===== src/rtl/bpdc_pkg.sv =====
// Package of the button press duration classifier: defaults, codes and register indexes.
package bpdc_pkg;

  // Default geometry
  localparam int unsigned NUM_BUTTONS_DEF = 4;
  localparam int unsigned TIME_WIDTH_DEF  = 32;

  // Request field and configuration port widths
  localparam int unsigned REQ_TYPE_W = 2;
  localparam int unsigned THR_W      = 32;
  localparam int unsigned CFG_IDX_W  = 1;
  localparam int unsigned CFG_DATA_W = THR_W;

  // Threshold reset values, in time units
  localparam logic [THR_W-1:0] THR_SHORT_RST = 32'd50;
  localparam logic [THR_W-1:0] THR_LONG_RST  = 32'd1000;

  // Request codes; the fourth code is unused and leaves the state alone
  typedef enum logic [REQ_TYPE_W-1:0] {
    REQ_SAMPLE     = 2'd0,
    REQ_READ_SHORT = 2'd1,
    REQ_READ_LONG  = 2'd2
  } req_type_e;

  // Configuration register indexes
  typedef enum logic [CFG_IDX_W-1:0] {
    REG_SHORT_THR = 1'b0,
    REG_LONG_THR  = 1'b1
  } cfg_reg_e;

endpackage


===== src/rtl/bpdc_if.sv =====
// Valid/ready channel interfaces of the button press duration classifier.

// Request channel: samples and read-and-clear requests
interface bpdc_req_if #(
  parameter int unsigned NUM_BUTTONS = bpdc_pkg::NUM_BUTTONS_DEF,
  parameter int unsigned TIME_WIDTH  = bpdc_pkg::TIME_WIDTH_DEF
) ();
  logic                                  valid;
  logic                                  ready;
  logic [bpdc_pkg::REQ_TYPE_W-1:0]       req_type;
  logic [NUM_BUTTONS-1:0]                button_levels;
  logic [TIME_WIDTH-1:0]                 time_now;
  logic [NUM_BUTTONS-1:0]                button_mask;

  modport source (output valid, req_type, button_levels, time_now, button_mask,
                  input ready);
  modport sink   (input valid, req_type, button_levels, time_now, button_mask,
                  output ready);
endinterface

// Result channel: one item per request
interface bpdc_rsp_if #(
  parameter int unsigned NUM_BUTTONS = bpdc_pkg::NUM_BUTTONS_DEF
) ();
  logic                   valid;
  logic                   ready;
  logic                   all_flagged;
  logic [NUM_BUTTONS-1:0] short_flags;
  logic [NUM_BUTTONS-1:0] long_flags;
  logic [NUM_BUTTONS-1:0] held_buttons;

  modport source (output valid, all_flagged, short_flags, long_flags, held_buttons,
                  input ready);
  modport sink   (input valid, all_flagged, short_flags, long_flags, held_buttons,
                  output ready);
endinterface

// Configuration write channel
interface bpdc_cfg_if ();
  logic                            valid;
  logic                            ready;
  logic [bpdc_pkg::CFG_IDX_W-1:0]  index;
  logic [bpdc_pkg::CFG_DATA_W-1:0] data;

  modport source (output valid, index, data, input ready);
  modport sink   (input valid, index, data, output ready);
endinterface


===== src/rtl/button_press_duration_classifier.sv =====
// Top level of the button press duration classifier.
// The block takes one request item per clock and returns one result item for each, in
// order. An accepted item waits in the input register until the result register is free
// or being emptied; it is then applied to the held mask, the press stamps and the
// short and long flags and loads the result register, from which the result is taken.
// The sustained rate is one item per cycle, set by the single state-update step between
// the two registers; req.ready drops only while both registers are full and the
// result is not taken. Configuration writes are taken in every cycle.
module button_press_duration_classifier #(
  parameter int unsigned NUM_BUTTONS = bpdc_pkg::NUM_BUTTONS_DEF,
  parameter int unsigned TIME_WIDTH  = bpdc_pkg::TIME_WIDTH_DEF
) (
  input  logic       clk_i,
  input  logic       rst_ni,
  bpdc_req_if.sink   req,
  bpdc_rsp_if.source rsp,
  bpdc_cfg_if.sink   cfg
);
  import bpdc_pkg::*;

  // Width at which held times and thresholds are compared
  localparam int unsigned CMP_W = (TIME_WIDTH > THR_W) ? TIME_WIDTH : THR_W;

  logic [THR_W-1:0]       thr_short_q, thr_long_q;

  logic                   s1_valid_q;
  logic [REQ_TYPE_W-1:0]  s1_type_q;
  logic [NUM_BUTTONS-1:0] s1_levels_q;
  logic [TIME_WIDTH-1:0]  s1_time_q;
  logic [NUM_BUTTONS-1:0] s1_mask_q;

  logic [NUM_BUTTONS-1:0] held_q, held_d;
  logic [NUM_BUTTONS-1:0] short_q, short_d;
  logic [NUM_BUTTONS-1:0] long_q, long_d;
  logic [TIME_WIDTH-1:0]  stamp_q [NUM_BUTTONS];
  logic [NUM_BUTTONS-1:0] stamp_we;
  logic                   all_d;

  logic [TIME_WIDTH-1:0]  held_time [NUM_BUTTONS];
  logic [NUM_BUTTONS-1:0] long_hit, short_hit;

  logic                   out_valid_q;
  logic                   out_all_q;
  logic [NUM_BUTTONS-1:0] out_short_q, out_long_q, out_held_q;

  logic                   adv;
  logic                   in_ready;
  logic                   in_acc;

  // Handshake: stage 1 moves on when the result register is free or being emptied
  assign adv      = s1_valid_q && (!out_valid_q || rsp.ready);
  assign in_ready = !s1_valid_q || adv;
  assign in_acc   = req.valid && in_ready;
  assign req.ready = in_ready;
  assign cfg.ready = 1'b1;

  // Threshold registers
  always_ff @(posedge clk_i or negedge rst_ni) begin
    if (!rst_ni) begin
      thr_short_q <= THR_SHORT_RST;
      thr_long_q  <= THR_LONG_RST;
    end else if (cfg.valid) begin
      unique case (cfg_reg_e'(cfg.index))
        REG_SHORT_THR: thr_short_q <= cfg.data;
        REG_LONG_THR:  thr_long_q  <= cfg.data;
      endcase
    end
  end

  // Input register
  always_ff @(posedge clk_i or negedge rst_ni) begin
    if (!rst_ni) begin
      s1_valid_q <= 1'b0;
    end else if (in_ready) begin
      s1_valid_q <= req.valid;
    end
  end

  always_ff @(posedge clk_i) begin
    if (in_acc) begin
      s1_type_q   <= req.req_type;
      s1_levels_q <= req.button_levels;
      s1_time_q   <= req.time_now;
      s1_mask_q   <= req.button_mask;
    end
  end

  // Held time of each button and its class, modulo the time range
  always_comb begin
    for (int b = 0; b < NUM_BUTTONS; b++) begin
      held_time[b] = s1_time_q - stamp_q[b];
      long_hit[b]  = CMP_W'(held_time[b]) >= CMP_W'(thr_long_q);
      short_hit[b] = CMP_W'(held_time[b]) >= CMP_W'(thr_short_q);
    end
  end

  // State update for the item in stage 1
  always_comb begin
    held_d   = held_q;
    short_d  = short_q;
    long_d   = long_q;
    stamp_we = '0;
    all_d    = 1'b0;
    unique case (req_type_e'(s1_type_q))
      REQ_SAMPLE: begin
        for (int b = 0; b < NUM_BUTTONS; b++) begin
          if (s1_levels_q[b] && !held_q[b]) begin
            // press edge: remember when it went down
            stamp_we[b] = 1'b1;
            held_d[b]   = 1'b1;
          end else if (!s1_levels_q[b] && held_q[b]) begin
            // release edge: long wins over short, anything shorter is bounce
            if (long_hit[b]) begin
              long_d[b] = 1'b1;
            end else if (short_hit[b]) begin
              short_d[b] = 1'b1;
            end
            held_d[b] = 1'b0;
          end
        end
      end
      REQ_READ_SHORT: begin
        all_d   = (short_q & s1_mask_q) == s1_mask_q;
        short_d = short_q & ~s1_mask_q;
      end
      REQ_READ_LONG: begin
        all_d  = (long_q & s1_mask_q) == s1_mask_q;
        long_d = long_q & ~s1_mask_q;
      end
      default: begin
        all_d = 1'b0;
      end
    endcase
  end

  // Button state registers
  always_ff @(posedge clk_i or negedge rst_ni) begin
    if (!rst_ni) begin
      held_q  <= '0;
      short_q <= '0;
      long_q  <= '0;
    end else if (adv) begin
      held_q  <= held_d;
      short_q <= short_d;
      long_q  <= long_d;
    end
  end

  // Press stamps, written on press edges only
  always_ff @(posedge clk_i) begin
    for (int b = 0; b < NUM_BUTTONS; b++) begin
      if (adv && stamp_we[b]) begin
        stamp_q[b] <= s1_time_q;
      end
    end
  end

  // Result register
  always_ff @(posedge clk_i or negedge rst_ni) begin
    if (!rst_ni) begin
      out_valid_q <= 1'b0;
    end else if (adv) begin
      out_valid_q <= 1'b1;
    end else if (rsp.ready) begin
      out_valid_q <= 1'b0;
    end
  end

  always_ff @(posedge clk_i) begin
    if (adv) begin
      out_all_q   <= all_d;
      out_short_q <= short_d;
      out_long_q  <= long_d;
      out_held_q  <= held_d;
    end
  end

  assign rsp.valid        = out_valid_q;
  assign rsp.all_flagged  = out_all_q;
  assign rsp.short_flags  = out_short_q;
  assign rsp.long_flags   = out_long_q;
  assign rsp.held_buttons = out_held_q;

endmodule


===== src/flat_wrapper.sv =====
// flat-port wrapper written by rule: the top's interface ports become plain ports
module button_press_duration_classifier_flat import bpdc_pkg::*;
#(
  parameter int unsigned NUM_BUTTONS = bpdc_pkg::NUM_BUTTONS_DEF,
  parameter int unsigned TIME_WIDTH  = bpdc_pkg::TIME_WIDTH_DEF
)
  (clk_i, rst_ni, req_valid, req_req_type, req_button_levels, req_time_now, req_button_mask, req_ready, rsp_valid, rsp_all_flagged, rsp_short_flags, rsp_long_flags, rsp_held_buttons, rsp_ready, cfg_valid, cfg_index, cfg_data, cfg_ready);
  bpdc_req_if #(.NUM_BUTTONS(NUM_BUTTONS), .TIME_WIDTH(TIME_WIDTH)) req_i ();
  bpdc_rsp_if #(.NUM_BUTTONS(NUM_BUTTONS)) rsp_i ();
  bpdc_cfg_if cfg_i ();
  input  logic clk_i;
  input  logic rst_ni;
  input wire logic [$bits(req_i.valid)-1:0] req_valid;
  input wire logic [$bits(req_i.req_type)-1:0] req_req_type;
  input wire logic [$bits(req_i.button_levels)-1:0] req_button_levels;
  input wire logic [$bits(req_i.time_now)-1:0] req_time_now;
  input wire logic [$bits(req_i.button_mask)-1:0] req_button_mask;
  output wire logic [$bits(req_i.ready)-1:0] req_ready;
  output wire logic [$bits(rsp_i.valid)-1:0] rsp_valid;
  output wire logic [$bits(rsp_i.all_flagged)-1:0] rsp_all_flagged;
  output wire logic [$bits(rsp_i.short_flags)-1:0] rsp_short_flags;
  output wire logic [$bits(rsp_i.long_flags)-1:0] rsp_long_flags;
  output wire logic [$bits(rsp_i.held_buttons)-1:0] rsp_held_buttons;
  input wire logic [$bits(rsp_i.ready)-1:0] rsp_ready;
  input wire logic [$bits(cfg_i.valid)-1:0] cfg_valid;
  input wire logic [$bits(cfg_i.index)-1:0] cfg_index;
  input wire logic [$bits(cfg_i.data)-1:0] cfg_data;
  output wire logic [$bits(cfg_i.ready)-1:0] cfg_ready;
  assign req_i.valid = req_valid;
  assign req_i.req_type = req_req_type;
  assign req_i.button_levels = req_button_levels;
  assign req_i.time_now = req_time_now;
  assign req_i.button_mask = req_button_mask;
  assign req_ready = req_i.ready;
  assign rsp_valid = rsp_i.valid;
  assign rsp_all_flagged = rsp_i.all_flagged;
  assign rsp_short_flags = rsp_i.short_flags;
  assign rsp_long_flags = rsp_i.long_flags;
  assign rsp_held_buttons = rsp_i.held_buttons;
  assign rsp_i.ready = rsp_ready;
  assign cfg_i.valid = cfg_valid;
  assign cfg_i.index = cfg_index;
  assign cfg_i.data = cfg_data;
  assign cfg_ready = cfg_i.ready;
  button_press_duration_classifier #(.NUM_BUTTONS(NUM_BUTTONS), .TIME_WIDTH(TIME_WIDTH)) u_core (.clk_i(clk_i), .rst_ni(rst_ni), .req(req_i), .rsp(rsp_i), .cfg(cfg_i));
endmodule

===== config.mk =====
export PLATFORM = sky130hd
export DESIGN_NAME = button_press_duration_classifier_flat
export DESIGN_NICKNAME = d
export VERILOG_FILES = /design/src/rtl/bpdc_pkg.sv /design/src/rtl/bpdc_if.sv /design/src/rtl/button_press_duration_classifier.sv /design/src/flat_wrapper.sv
export SDC_FILE = /design/constraint.sdc
export NUM_CORES = 1
export LEC_CHECK = 0
export BUFFER_PORTS_ARGS = -buffer_cell sky130_fd_sc_hd__buf_2
export CORE_ASPECT_RATIO = 1.25
export CORE_UTILIZATION = 45
export DETAILED_ROUTE_END_ITERATION = 10
export GPL_TIMING_DRIVEN = 0
export HOLD_SLACK_MARGIN = 0.02
export PLACE_DENSITY = 0.75
export RECOVER_POWER = 50
export SLEW_MARGIN = 20
export SYNTH_ARGS = -nofsm -noshare
export SYNTH_HDL_FRONTEND = slang
export SYNTH_SLANG_ARGS = --single-unit

===== constraint.sdc =====
create_clock -name clk_i -period 4.44 [get_ports clk_i]
set_input_delay 0.666 -clock clk_i [delete_from_list [all_inputs] [get_ports clk_i]]
set_output_delay 0.666 -clock clk_i [all_outputs]
set_load 0.02 [all_outputs]

# [Word level (Yosys, flattened, before mapping)]
# Memory sizes are Yosys's and may differ from the RTL's.
# Index checks and enable logic that the tools add are counted.
[classes] order_cmp=8 n_reduce_logical=30 n_addsub=4 mux=55 bitwise=6 n_eq_ne=4
[op_table] operator="32-bit >= comparator" n=8
[op_table] operator="32-bit subtractor" n=4
[op_table] operator="1-bit 2-to-1 mux" n=50
[op_table] operator="4-bit bitwise AND" n=4
[op_table] operator="4-bit one-hot mux with 2 select lines" n=2
[op_table] operator="1-bit logical AND" n=14
[op_table] operator="1-bit logical NOT" n=10
[op_table] operator="4-bit equality test" n=2
[op_table] operator="4-bit 2-to-1 mux" n=2
[op_table] operator="4-bit NOT" n=1
[op_table] operator="2-bit AND reduction" n=2
[op_table] operator="2-bit by 1-bit equality test with 1-bit output, second input constant" n=1
[op_table] operator="2-bit equality test, second input constant" n=1
[op_table] operator="2-bit logical NOT" n=1
[op_table] operator="1-bit logical OR" n=2
[op_table] operator="1-bit one-hot mux with 2 select lines" n=1
[op_table] operator="2-bit nonzero test" n=1
[op_table] operator="1-bit NOT" n=1
[word_totals] wordCells=123 ff_bits=133 output_inout_bits=16 ramBits=128 memories=1 inputBits=80
[memory_table] name="u_core.stamp_q" words=4 word_bits=32 read_ports=4 rd_clocked_by_memory_dff=0 write_ports=4 line_no="button_press_duration_classifier.sv:35" text="logic [TIME_WIDTH-1:0] stamp_q [NUM_BUTTONS];"

# [Depth between registers and ports, before layout]
# An unclocked memory read counts as a cell.
[logic_depth] word_depth=8 depth_mapped=23 depth_no_buf=23

# [Worst setup path after synthesis]
# Ideal clock, no wire load.
[synth_timing] kind="reg2reg" startpoint="register u_core.s1_time_q[0]" endpoint="register u_core.out_long_q[3] (netlist: u_core.rsp.long_flags[3]), data pin" stages_incl_launch_ff=23 required_ns=4.186 n_path_buf=0 setup_time_ns=0.254 path_slack_ns=-0.265 arrival_ns=4.452 synth_period_minus_slack_ns=4.705 cell_sequence="edfxtp_1 -> inv_1 -> ha_1 -> inv_1 -> fa_1 -> a211o_1 -> a21oi_4 -> a21oi_2 -> o21a_1 -> a311o_2 -> a211o_1 -> a21o_1 -> a21oi_1 -> xnor2_1 -> ha_1 -> a21o_1 -> a21o_1 -> a21o_1 -> a21oi_1 -> o21ai_0 -> a211oi_1 -> nor2_1 -> a21o_1"
[synth_between] elab_chain_len=6
[synth_lines] item="from (decl)" line_no="button_press_duration_classifier.sv:29" text="logic [TIME_WIDTH-1:0] s1_time_q;"
[synth_lines] item="from (signal assigned)" line_no="button_press_duration_classifier.sv:83" text="s1_time_q <= req.time_now;"
[synth_lines] item="32-bit subtractor" line_no="button_press_duration_classifier.sv:91" text="held_time[b] = s1_time_q - stamp_q[b];"
[synth_lines] item="32-bit >= comparator" line_no="button_press_duration_classifier.sv:92" text="long_hit[b] = CMP_W'(held_time[b]) >= CMP_W'(thr_long_q);"
[synth_lines] item="1-bit 2-to-1 mux" line_no="button_press_duration_classifier.sv:113" text="if (long_hit[b]) begin"
[synth_lines] item="1-bit 2-to-1 mux" line_no="button_press_duration_classifier.sv:111" text="end else if (!s1_levels_q[b] && held_q[b]) begin"
[synth_lines] item="1-bit 2-to-1 mux" line_no="button_press_duration_classifier.sv:107" text="if (s1_levels_q[b] && !held_q[b]) begin"
[synth_lines] item="4-bit one-hot mux with 2 select lines" line_no="button_press_duration_classifier.sv:104" text="unique case (req_type_e'(s1_type_q))"
[synth_lines] item="net u_core.long_d[3]" line_no="button_press_duration_classifier.sv:34" text="logic [NUM_BUTTONS-1:0] long_q, long_d;"
[synth_lines] item="to (signal assigned)" line_no="button_press_duration_classifier.sv:173" text="out_long_q <= long_d;"
[synth_lines] item="to (decl)" line_no="button_press_duration_classifier.sv:44" text="logic [NUM_BUTTONS-1:0] out_short_q, out_long_q, out_held_q;"
# The timed path passes the listed nets, and every way through them passes these cells.
# A chain may end at the register's enable or synchronous reset.

# [Worst setup path after layout]
# Ends and elaborated chain as after synthesis.

==> results.md <==
* Switching Share at 35.08%
* Drt pass-1 iters at 5
* Hold endpoint: u_core.s1_time_q[9]
* WHS at 0.2504 ns
* RSZ-0062 raised after global routing: yes
* Setup violators final at 16
* Final min period at 5.149 ns
* Pleak at 11.60 nW
* Core area at 0.04517 sq mm
* Layout Utilization at 55.75%
* Post-synthesis average cell area at 9.996 sq um
* Depth of the CTS H-tree at 1
* VDD IR max at 0.3581 mV
* Clock transition at path regs at 0.06 ns
* Yosys top cell by area: edfxtp_1
* Pins Over Slew Limit at 0
* Worst-Skew Late Latency at 0.59 ns
* Vias in the first global route at 16,960
* Fmax at 194.2 MHz
* Worst hold stages at 1
* GRT Overall Usage at 26.36%
* First-pass GRT wire length at 94.42 mm
* Post-Layout Cell Count at 2,926
* Crit-path max cell delay at 0.42 ns
* Worst-Margin Slew at 0.7634 ns
* Cells after DPL at 2,755
* Pwr/cell area at 359.2 mW/mm^2
* Synth Instances at 2,065
* Synth Area in Adders at 23.60%
* Grt total ovfl at 0
* Antenna violations before repair at 3
* Initial Utilization at 45.69%
* Max-capacitance violation count at 0
* Synth-to-Final Area Change at 22.01%
* Final Cycle Share at 116.0%
* Count of cell types in the netlist at 79
* Post-synth ARST share at 29.89%
* Max clock buf depth at 3
* Crit path capture type: flop
* CP dominant cell by count: a21o_1
* Post-synth EDFFs at 183
* Xor/xnor share of the synthesized area at 4.455%
* Failing checks: negative setup slack
* Setup TNS at -8.721 ns
* Dpl ws at -1.539 ns
* Power share of the combinational group at 37.2%
* Cell chain of the critical path: inv_2 -> ha_4 -> inv_2 -> fa_2 -> a211o_1 -> a21oi_4 -> a21oi_2 -> o21a_1 -> a311o_2 -> a211o_1 -> a21o_1 -> a21oi_2 -> xnor2_2 -> ha_1 -> a21o_1 -> a21o_1 -> a21o_1 -> a21oi_2 -> o21ai_1 -> a211oi_2 -> nor2_1 -> a21o_1
* Post-synthesis mux area share at 2.334%
* Port bufs at 94
* DR vias/cell at 5.822
* NetSw at 0.003174 W
* FP Rows at 87
* Setup CP Type: reg2reg
* Critical path launch point type: flop
* Num CTS Buffers at 31
* Clk pwr share at 29.6%
* Global placer's final weighted congestion at 0.9785
* Compound-cell area share of the yosys netlist at 18.46%
* Die Ht at 241.5 um
* CP top delay family: compound AO/OA/AOI/OAI gates
* Reg2reg end: u_core.rsp.long_flags[3]
* Mapped Nets at 2,532
* Initial DRC count at 1,045
* Die span in x at 193.6 um
* Crit path DAT at 5.47 ns
* Status: finished with violations
* CTS Sinks at 261
* Clock skew at 0.01809 ns
* Worst-path fanout max at 4
* Post-synth top cells: ha_1 (383), inv_1 (221), edfxtp_1 (183)
* Crit-path slowest cell: a311o_2
* CTS Root Cell: clkbuf_16
* Tightest Hold Check Type: in2reg
* Layout Nets at 2,787
* Synth top area cells: edfxtp_1 (27%), ha_1 (23%), dfrtp_1 (8.4%)
* Pin count of the biggest net entering global routing at 47
* Routed WL at 62.89 mm
* RR Startpoint: u_core.s1_time_q[0]
* CTS tree: yes
* Mapped Area at 0.02064 sq mm
* Max_slew headroom at 48.57%
* Largest family of logic cells by synthesized area: adder cells
* Main synth FF type: edfxtp_1
* Die footprint at 0.04674 sq mm
* # IOs at 96
* Final setup margin at -0.7093 ns
* Post-synthesis sequential area ratio at 36.13%
* Drt wl/cell at 21.49 um
* Yosys top cell area share at 26.62%
* Part of the power in registers at 33.3%
* Synth Area in Simple Gates at 10.63%
* Synth warnings at 0
* Detail Route Antenna Nets at 0
* Req. time, crit path at 4.76 ns
* Pint at 0.005873 W
* DP Wirelength at 48.32 mm
* Layout cells sized above 1 at 21.62%
* R2R setup slack at -0.71 ns
* Final Hold Fails at 0
* Hold wc startpoint: req_time_now[9]
* Buffers and inverters on the worst path at 2
* Most common cell in the synthesized netlist: ha_1
* Drc violations at 0
* Vias at 17,040
* #FFs+latches synth at 261
* Worst r2r path cells at 22
[registers in the layout, summed over array words and instances (netlist names)]
signal,count
u_core.s1_mask_q,4
u_core.rsp.long_flags,4
u_core.rsp.valid,1
u_core.rsp.all_flagged,1
u_core.stamp_q,128
u_core.short_q,4
u_core.s1_levels_q,4
u_core.thr_long_q,32
u_core.long_q,4
u_core.rsp.held_buttons,4
u_core.held_q,4
u_core.s1_type_q,2
u_core.rsp.short_flags,4
u_core.s1_time_q,32
u_core.s1_valid_q,1
u_core.thr_short_q,32
[logic make-up after synthesis]
family | count (synthesis)
multiplexers | 43
AO/OA/AOI/OAI | 585
AND/OR/NAND/NOR | 444
flip-flops | 261
buffers and inverters | 239
other | 1
adder cells (fa/ha/maj) | 387
XOR/XNOR | 105
[placed cells by master, fill, tap and decap left out, drive strengths merged, types with 81 or more instances in the layout]
cell type,count
ha,383
inv,225
buf,222
edfxtp,183
a21oi,161
nand2,143
a21o,138
o21ai,124
nor2,81
[metal layers]
metal  track usage, %  vias up  share of wire (%)  wire (um)
li1                 -     8143                  -          -
met1            29.52     8179                 39      24230
met2            47.28      501                 50      31210
met3            2.589      212                4.3       2734
met4            18.98        0                7.5       4720
met5                0        -                  0          0
[what timing repair did]
| action | 4_1_cts | 5_1_grt |
|---|---|---|
| buffers inserted | 77 | 34 |
| gates resized for setup | 157 | 74 |
| setup endpoints to repair | 16 | 16 |
| hold buffers | 1 | 0 |
| hold endpoints to repair | 1 | 0 |
| pin swaps | 85 | 89 |
[stage by stage]
step           power [W]  area [sq um]
3_5_place_dp    0.005933         22140
2_1_floorplan   0.005019         20740
6_report        0.009047         25180
4_1_cts         0.008899         24590
5_1_grt         0.009514         25180
3_3_place_gp    0.005806         21930
[how the worst max path moves through the flow]
| stage | from | end | slack (ns) | cells past startpoint |
|---|---|---|---|---|
| finish | u_core.s1_time_q[0] | u_core.rsp.long_flags[3] | -0.71 | 22 |
| global route | u_core.s1_time_q[0] | u_core.rsp.long_flags[3] | -0.88 | 23 |
| CTS | u_core.s1_time_q[0] | u_core.rsp.long_flags[3] | -0.72 | 23 |
| detailed placement | u_core.s1_time_q[4] | u_core.rsp.short_flags[3] | -1.54 | 19 |
| global placement | rsp_ready | u_core.stamp_q[1][14] | -2.60 | 6 |
| floorplan | u_core.s1_time_q[0] | u_core.rsp.long_flags[3] | -0.11 | 22 |
[final cells by class]
class | instances | area [sq um]
Antenna cell | 3 | 7.507
Clock inverter | 15 | 160.2
Timing Repair Buffer | 223 | 1529
Buffer | 16 | 63.81
Fill cell | 3864 | 19990
Inverter | 222 | 833.3
Multi-Input combinational cell | 1565 | 13500
Sequential cell | 261 | 7458
Clock buffer | 43 | 904.6
Tap cell | 578 | 723.2
[power by group through the flow]
stage / Combinational (W) / Clock [W] / Sequential (W)
final: 0.00336 / 0.00268 / 0.00301
after global routing: 0.00369 / 0.00279 / 0.00303
after CTS: 0.00318 / 0.00271 / 0.00301
after detailed placement: 0.00286 / 0 / 0.00307
after global placement: 0.00274 / 0 / 0.00306
after floorplan: 0.00197 / 0 / 0.00305
Power figures use the tool's default switching activity.
